--- src/rtl/core/ctcp_pkg.sv ---
// Shared types, constants and byte-map tables for the code point decoder.
// No dependencies; imported by ctcp_decode_step and the top level.
package ctcp_pkg;

    localparam logic [1:0] ENC_UTF8   = 2'd0;
    localparam logic [1:0] ENC_LATIN1 = 2'd1;
    localparam logic [1:0] ENC_LATIN9 = 2'd2;
    localparam logic [1:0] ENC_CP1252 = 2'd3;

    localparam int          CP_W      = 21;
    localparam logic [20:0] CP_REPL   = 21'h00FFFD;
    localparam logic [20:0] CP_MAX    = 21'h10FFFF;

    typedef logic [CP_W-1:0] t_cp;

    // UTF-8 sequence state carried between bytes
    typedef struct packed {
        logic [1:0] pending_count;
        t_cp        accum_value;
        logic [1:0] sequence_length;
        logic       skipping;
    } t_utf8_state;

    // result of one byte
    typedef struct packed {
        logic emit;
        t_cp  code_point;
        logic replaced;
    } t_step_result;

    function automatic t_cp map_latin9(input logic [7:0] b);
        case (b)
            8'hA4:   map_latin9 = 21'h0020AC;
            8'hA6:   map_latin9 = 21'h000160;
            8'hA8:   map_latin9 = 21'h000161;
            8'hB4:   map_latin9 = 21'h00017D;
            8'hB8:   map_latin9 = 21'h00017E;
            8'hBC:   map_latin9 = 21'h000152;
            8'hBD:   map_latin9 = 21'h000153;
            8'hBE:   map_latin9 = 21'h000178;
            default: map_latin9 = {13'd0, b};
        endcase
    endfunction

    // bytes 80-9F of Windows-1252, indexed by the low five bits
    function automatic logic [15:0] cp1252_high(input logic [4:0] idx);
        case (idx)
            5'd0:    cp1252_high = 16'h20AC;
            5'd1:    cp1252_high = 16'h0081;
            5'd2:    cp1252_high = 16'h201A;
            5'd3:    cp1252_high = 16'h0192;
            5'd4:    cp1252_high = 16'h201E;
            5'd5:    cp1252_high = 16'h2026;
            5'd6:    cp1252_high = 16'h2020;
            5'd7:    cp1252_high = 16'h2021;
            5'd8:    cp1252_high = 16'h02C6;
            5'd9:    cp1252_high = 16'h2030;
            5'd10:   cp1252_high = 16'h0160;
            5'd11:   cp1252_high = 16'h2039;
            5'd12:   cp1252_high = 16'h0152;
            5'd13:   cp1252_high = 16'h008D;
            5'd14:   cp1252_high = 16'h017D;
            5'd15:   cp1252_high = 16'h008F;
            5'd16:   cp1252_high = 16'h0090;
            5'd17:   cp1252_high = 16'h2018;
            5'd18:   cp1252_high = 16'h2019;
            5'd19:   cp1252_high = 16'h201C;
            5'd20:   cp1252_high = 16'h201D;
            5'd21:   cp1252_high = 16'h2022;
            5'd22:   cp1252_high = 16'h2013;
            5'd23:   cp1252_high = 16'h2014;
            5'd24:   cp1252_high = 16'h02DC;
            5'd25:   cp1252_high = 16'h2122;
            5'd26:   cp1252_high = 16'h0161;
            5'd27:   cp1252_high = 16'h203A;
            5'd28:   cp1252_high = 16'h0153;
            5'd29:   cp1252_high = 16'h009D;
            5'd30:   cp1252_high = 16'h017E;
            default: cp1252_high = 16'h0178;
        endcase
    endfunction

endpackage

--- src/rtl/core/charset_to_codepoint_decoder_core.sv ---
// Top level of the byte to Unicode code point decoder.
// Depends on ctcp_pkg and ctcp_decode_step.
//
// Takes one byte per transaction and delivers at most one code point per
// byte. Throughput is one byte per clock while the output is not stalled:
// a byte is held in an input register, decoded by one level of logic
// (ctcp_decode_step) against the UTF-8 sequence state, and the code point
// lands in an output register when the input register advances. A stalled
// output holds the input register and drops s_axis_tready. Bytes that only
// extend a UTF-8 sequence, or are dropped while realigning, give no output
// transaction. The user must write the encoding register (0 UTF-8,
// 1 ISO-8859-1, 2 ISO-8859-15, 3 Windows-1252) only while the block is
// idle; the block itself does not enforce it. A partial UTF-8 sequence
// survives a detour through a byte-map mode.
module charset_to_codepoint_decoder_core (
    input  logic        i_clk,
    input  logic        i_rst_n,
    input  logic        i_cfg_valid,
    output logic        o_cfg_ready,
    input  logic [1:0]  i_cfg_data,     // encoding
    input  logic        s_axis_tvalid,
    output logic        s_axis_tready,
    input  logic [7:0]  s_axis_tdata,   // [7:0] in_byte
    output logic        m_axis_tvalid,
    input  logic        m_axis_tready,
    output logic [23:0] m_axis_tdata,   // [20:0] code_point, [23:21] zero
    output logic        m_axis_tuser    // [0] replaced
);
    import ctcp_pkg::*;

    logic [1:0]   r_encoding;
    logic         r_in_valid;
    logic [7:0]   r_in_byte;
    t_utf8_state  r_state;
    t_utf8_state  n_state;
    t_step_result step_res;
    logic         r_out_valid;
    t_cp          r_out_cp;
    logic         r_out_repl;
    logic         advance;

    assign o_cfg_ready   = 1'b1;
    assign advance       = r_in_valid && (!r_out_valid || m_axis_tready);
    assign s_axis_tready = !r_in_valid || advance;

    ctcp_decode_step u_step (
        .i_encoding (r_encoding),
        .i_byte     (r_in_byte),
        .i_state    (r_state),
        .o_state    (n_state),
        .o_result   (step_res)
    );

    always_ff @(posedge i_clk) begin
        if (!i_rst_n) begin
            r_encoding  <= ENC_UTF8;
            r_in_valid  <= 1'b0;
            r_state     <= '0;
            r_out_valid <= 1'b0;
        end else begin
            if (i_cfg_valid) begin
                r_encoding <= i_cfg_data;
            end
            if (s_axis_tready) begin
                r_in_valid <= s_axis_tvalid;
            end
            if (advance) begin
                r_state     <= n_state;
                r_out_valid <= step_res.emit;
            end else if (m_axis_tready) begin
                r_out_valid <= 1'b0;
            end
        end
    end

    // payload registers
    always_ff @(posedge i_clk) begin
        if (s_axis_tready && s_axis_tvalid) begin
            r_in_byte <= s_axis_tdata;
        end
        if (advance && step_res.emit) begin
            r_out_cp   <= step_res.code_point;
            r_out_repl <= step_res.replaced;
        end
    end

    assign m_axis_tvalid = r_out_valid;
    assign m_axis_tdata  = {3'd0, r_out_cp};
    assign m_axis_tuser  = r_out_repl;

endmodule

--- src/rtl/core/ctcp_decode_step.sv ---
// Combinational decode of one byte: byte-map lookup or one UTF-8 step.
// Depends on ctcp_pkg for state/result types and the remap tables.
module ctcp_decode_step (
    input  logic [1:0]           i_encoding,
    input  logic [7:0]           i_byte,
    input  ctcp_pkg::t_utf8_state i_state,
    output ctcp_pkg::t_utf8_state o_state,
    output ctcp_pkg::t_step_result o_result
);
    import ctcp_pkg::*;

    function automatic logic value_is_bad(input t_cp v, input logic [1:0] len);
        logic [20:0] min_v;
        case (len)
            2'd1:    min_v = 21'h000080;
            2'd2:    min_v = 21'h000800;
            2'd3:    min_v = 21'h010000;
            default: min_v = 21'h000000;
        endcase
        value_is_bad = (v < min_v) || (v > CP_MAX) ||
                       (v inside {[21'h00D800:21'h00DFFF]}) ||
                       (v inside {[21'h00FDD0:21'h00FDEF]}) ||
                       (v[15:1] == 15'h7FFF);
    endfunction

    logic        cont;
    t_cp         accum_shift;
    logic [1:0]  pending_dec;

    assign cont        = (i_byte[7:6] == 2'b10);
    assign accum_shift = {i_state.accum_value[14:0], i_byte[5:0]};
    assign pending_dec = i_state.pending_count - 2'd1;

    always_comb begin
        logic go;
        go       = 1'b1;
        o_state  = i_state;
        o_result = '0;
        case (i_encoding)
            ENC_LATIN1: begin
                o_result.emit       = 1'b1;
                o_result.code_point = {13'd0, i_byte};
            end
            ENC_LATIN9: begin
                o_result.emit       = 1'b1;
                o_result.code_point = map_latin9(i_byte);
            end
            ENC_CP1252: begin
                o_result.emit = 1'b1;
                if (i_byte inside {[8'h80:8'h9F]}) begin
                    o_result.code_point = {5'd0, cp1252_high(i_byte[4:0])};
                end else begin
                    o_result.code_point = {13'd0, i_byte};
                end
            end
            default: begin
                // realigning after an error: drop continuation bytes and F8-FF
                if (i_state.skipping) begin
                    if (cont || i_byte >= 8'hF8) begin
                        go = 1'b0;
                    end else begin
                        o_state.skipping = 1'b0;
                    end
                end
                if (go) begin
                    if (i_state.pending_count != 2'd0) begin
                        if (!cont) begin
                            // breaking byte is consumed
                            o_state.pending_count = 2'd0;
                            o_state.skipping      = 1'b1;
                            o_result.emit         = 1'b1;
                            o_result.code_point   = CP_REPL;
                            o_result.replaced     = 1'b1;
                        end else begin
                            o_state.accum_value   = accum_shift;
                            o_state.pending_count = pending_dec;
                            if (pending_dec == 2'd0) begin
                                o_result.emit = 1'b1;
                                if (value_is_bad(accum_shift, i_state.sequence_length)) begin
                                    o_result.code_point = CP_REPL;
                                    o_result.replaced   = 1'b1;
                                end else begin
                                    o_result.code_point = accum_shift;
                                end
                            end
                        end
                    end else if (!i_byte[7]) begin
                        o_result.emit       = 1'b1;
                        o_result.code_point = {13'd0, i_byte};
                    end else if (i_byte[7:5] == 3'b110) begin
                        o_state.accum_value     = {16'd0, i_byte[4:0]};
                        o_state.pending_count   = 2'd1;
                        o_state.sequence_length = 2'd1;
                    end else if (i_byte[7:4] == 4'b1110) begin
                        o_state.accum_value     = {17'd0, i_byte[3:0]};
                        o_state.pending_count   = 2'd2;
                        o_state.sequence_length = 2'd2;
                    end else if (i_byte[7:3] == 5'b11110) begin
                        o_state.accum_value     = {18'd0, i_byte[2:0]};
                        o_state.pending_count   = 2'd3;
                        o_state.sequence_length = 2'd3;
                    end else begin
                        // stray continuation or F8-FF lead
                        o_state.skipping    = 1'b1;
                        o_result.emit       = 1'b1;
                        o_result.code_point = CP_REPL;
                        o_result.replaced   = 1'b1;
                    end
                end
            end
        endcase
    end

endmodule
--- config.mk ---
export PLATFORM = sky130hd
export DESIGN_NAME = charset_to_codepoint_decoder_core
export DESIGN_NICKNAME = d
export VERILOG_FILES = /design/src/rtl/core/ctcp_pkg.sv /design/src/rtl/core/charset_to_codepoint_decoder_core.sv /design/src/rtl/core/ctcp_decode_step.sv
export SDC_FILE = /design/constraint.sdc
export NUM_CORES = 1
export LEC_CHECK = 0
export ABC_AREA = 1
export BUFFER_PORTS_ARGS = -buffer_cell sky130_fd_sc_hd__buf_2
export CORE_ASPECT_RATIO = 1.4
export CORE_MARGIN = 1
export CORE_UTILIZATION = 50
export DETAILED_ROUTE_END_ITERATION = 8
export GPL_TIMING_DRIVEN = 1
export PLACE_DENSITY_LB_ADDON = 0.2
export SYNTH_ARGS = -nofsm -noshare
export SYNTH_HDL_FRONTEND = slang
export SYNTH_SLANG_ARGS = --single-unit
--- constraint.sdc ---
create_clock -name i_clk -period 2.2 [get_ports i_clk]
set_input_delay 0.22 -clock i_clk [delete_from_list [all_inputs] [get_ports i_clk]]
set_output_delay 0.22 -clock i_clk [all_outputs]
set_load 0.01 [all_outputs]
==> results.ini <==
[yosys]
synthXorXnorAreaFrac=0
muxShareOfSynthArea=0
synth.distinct_cells=44
synthArstFlopShare=0
synthSimpleGateAreaFrac=0.332
synth_flop_cell=dfxtp_1
synth_area_per_cell_um2=7.33
synth_seq_cells=65
yosys_warnings=0
synth_top_family_by_area=simple AND/OR/NAND/NOR gates
synthAdderAreaFrac=0.0344
synth-edff-count=30
synth.cell_area_um2=4000
synth-compound-area-share=0.145
syn_inst=546
yosysSeqAreaShare=0.400

[setup_path]
regToRegSetupSlack_ns=0.14
ff2ff_path_depth=10
cp_data_required_time_ns=2.44
crit_arrival_ns=2.29
start_kind=register
endpoint_kind=register
r2r_start=r_in_byte[1]
crit_type=register to register
critPathMaxFanout=6

[finish]
areaGrowthSynthToFinish_pct=14.5
final_layout_size_suffix_gt1_frac=0.187
post-route-util=0.592
antenna_cells=0
final_nets=631
fillerInstances=737

[global_route]
grt_use_total=0.298
grt_pass1_vias=3790
grt_pass1_wl_um=18800
grt_max_degree=23
grt-ovfl-total=0
antenna_found_initial=0

[clock_tree]
cts-hold-fix-buffers=0
numCtsBuffers=9
cts_tree=done
root_buffer=clkbuf_8
clk_path_buf_depth=2
clock_latency_ns=0.35
h-tree-depth=3
path_clk_slew_ns=0.06
clkSinkCount=65

[timing]
rsz0062_at_grt=false
setup_viol=0
maxClockFrequency_mhz=486
period_share=0.935
hold_viol=0
worst_slew_pin_slew_ns=0.530
maxSlewViolCount=0
finClkSkew_ns=0.00983
relSlewSlack=0.645
min_period_ns=2.06
layout_setup_ws_ns=0.144
fin_tns_setup_ns=0

[detailed_routing]
m1WireLength_um=4250
firstDrtPassIters=5
ant_nets=0
dr_wl_met2_um=6170
avgViaCountPerCell=5.54
post_drt_wl_per_cell_um=16.2
vias=3929
wirelength_um=11500
wl_met3_um=473
maxUsedRoutingLayer=met4
drc=0
first_iter_violations=277

[power_and_ir_drop]
powerDensity_nw_per_um2=616
leakage_nw=2.08
total_power_mw=2.82
irDropWorstVdd_v=0.000413

[die]
die-height_um=108
start_util=0.517
io_pins=43
fp.dieArea_um2=8370
dieWidth_um=77.6
core-area_um2=7750
num_rows=38

[worst_hold_path]
whs_endpoint=r_in_byte[7]
holdCritStartpoint=s_axis_tdata[7]
min_path_cells=1
hold_path.class=input port to register

[placed_design]
place.gp.congestion=0.973
io_buffers=38
dp_slack_ns=0.168
dp_hpwl_um=8970

[run_status]
status=finished, final reports clean

[job]
drv_cap=0

critical path, cell delays in order, from the launching register on:
cell	delay (ns)
edfxtp_1	0.49
inv_1	0.12
buf_4	0.15
nand2_1	0.06
o21ai_2	0.13
inv_1	0.19
ha_1	0.22
nor2_1	0.19
nand3b_1	0.19
nand3_1	0.09
o21a_1	0.11
how the worst max path moves through the flow:
stage | startpoint | to | cells past startpoint
2_1_floorplan | m_axis_tvalid | register | 11
3_3_place_gp | m_axis_tready | register | 13
3_5_place_dp | m_axis_tready | register | 13
4_1_cts | m_axis_tvalid | register | 10
5_1_grt | r_state[11] | r_out_cp[8] | 11
6_report | r_in_byte[1] | register | 10
cell usage in the layout (no fill, tap or decap), types with 12 or more instances in the layout:
cell	netlist	layout
a21oi_1	33	33
buf_2	4	38
buf_4	6	23
dfxtp_1	35	34
edfxtp_1	30	30
inv_1	53	53
nand2_1	151	151
nand3_1	32	32
nand4_1	12	12
nor2_1	63	63
nor3_1	13	13
o21ai_0	34	34
stage by stage:
step / hold slack (ns) / instances / area, um^2
after global placement: 0.403 / 692 / 4390
after detailed placement: 0.399 / 692 / 4390
final: 0.0497 / 709 / 4580
after global routing: 0.0377 / 709 / 4580
after CTS: 0.0309 / 707 / 4560
after floorplan: 0.319 / 548 / 4010
logic make-up after synthesis:
group           after synthesis
simple gates                294
compound gates               97
buf+inv                      77
flops                        65
fa+ha+maj                    11
other cells                   2
synthesized netlist by cell type, drive strengths merged, types with 2 or more instances:
cell,instances,area share
nand2,159,0.16
ha,11,0.034
clkbuf,3,0.0028
nand3,36,0.052
inv,60,0.058
o211ai,8,0.015
nor3,13,0.016
a21oi,34,0.043
dfxtp,35,0.17
edfxtp,30,0.22
nand4,12,0.019
conb,2,0.0019
nor2,72,0.085
buf,13,0.026
o21a,2,0.0037
a31oi,2,0.0031
o21ai,44,0.065
area by class of cell:
type                    count  area (um^2)  share of cell area
clock buffers              12          155              0.0338
clock inverters             3         17.5             0.00382
inverters                  61          236              0.0516
multi-input cells         406         2060               0.450
flip-flops and latches     65         1600               0.350
well taps                 100          125              0.0273
repair buffers             62          383              0.0835
power breakdown:
group | internal [mW] | switching [mW] | total, mW | leakage, nW
Clock | 0.460 | 0.446 | 0.906 | 0.0882
Combinational | 0.177 | 0.344 | 0.521 | 1.41
Sequential | 1.35 | 0.0446 | 1.40 | 0.575
routing by layer:
layer,up-vias,track usage
li1,1917,-
met1,1819,0.303
met2,147,0.550
met3,46,0.0593
met4,0,0.189
met5,-,0
what timing repair did:
| action | CTS | global route |
|---|---|---|
| gates resized for setup | 0 | 2 |
| buffers inserted | 0 | 2 |
| setup endpoints to repair | 0 | 10 |
Note: power is estimated with default switching activity, not from simulation.
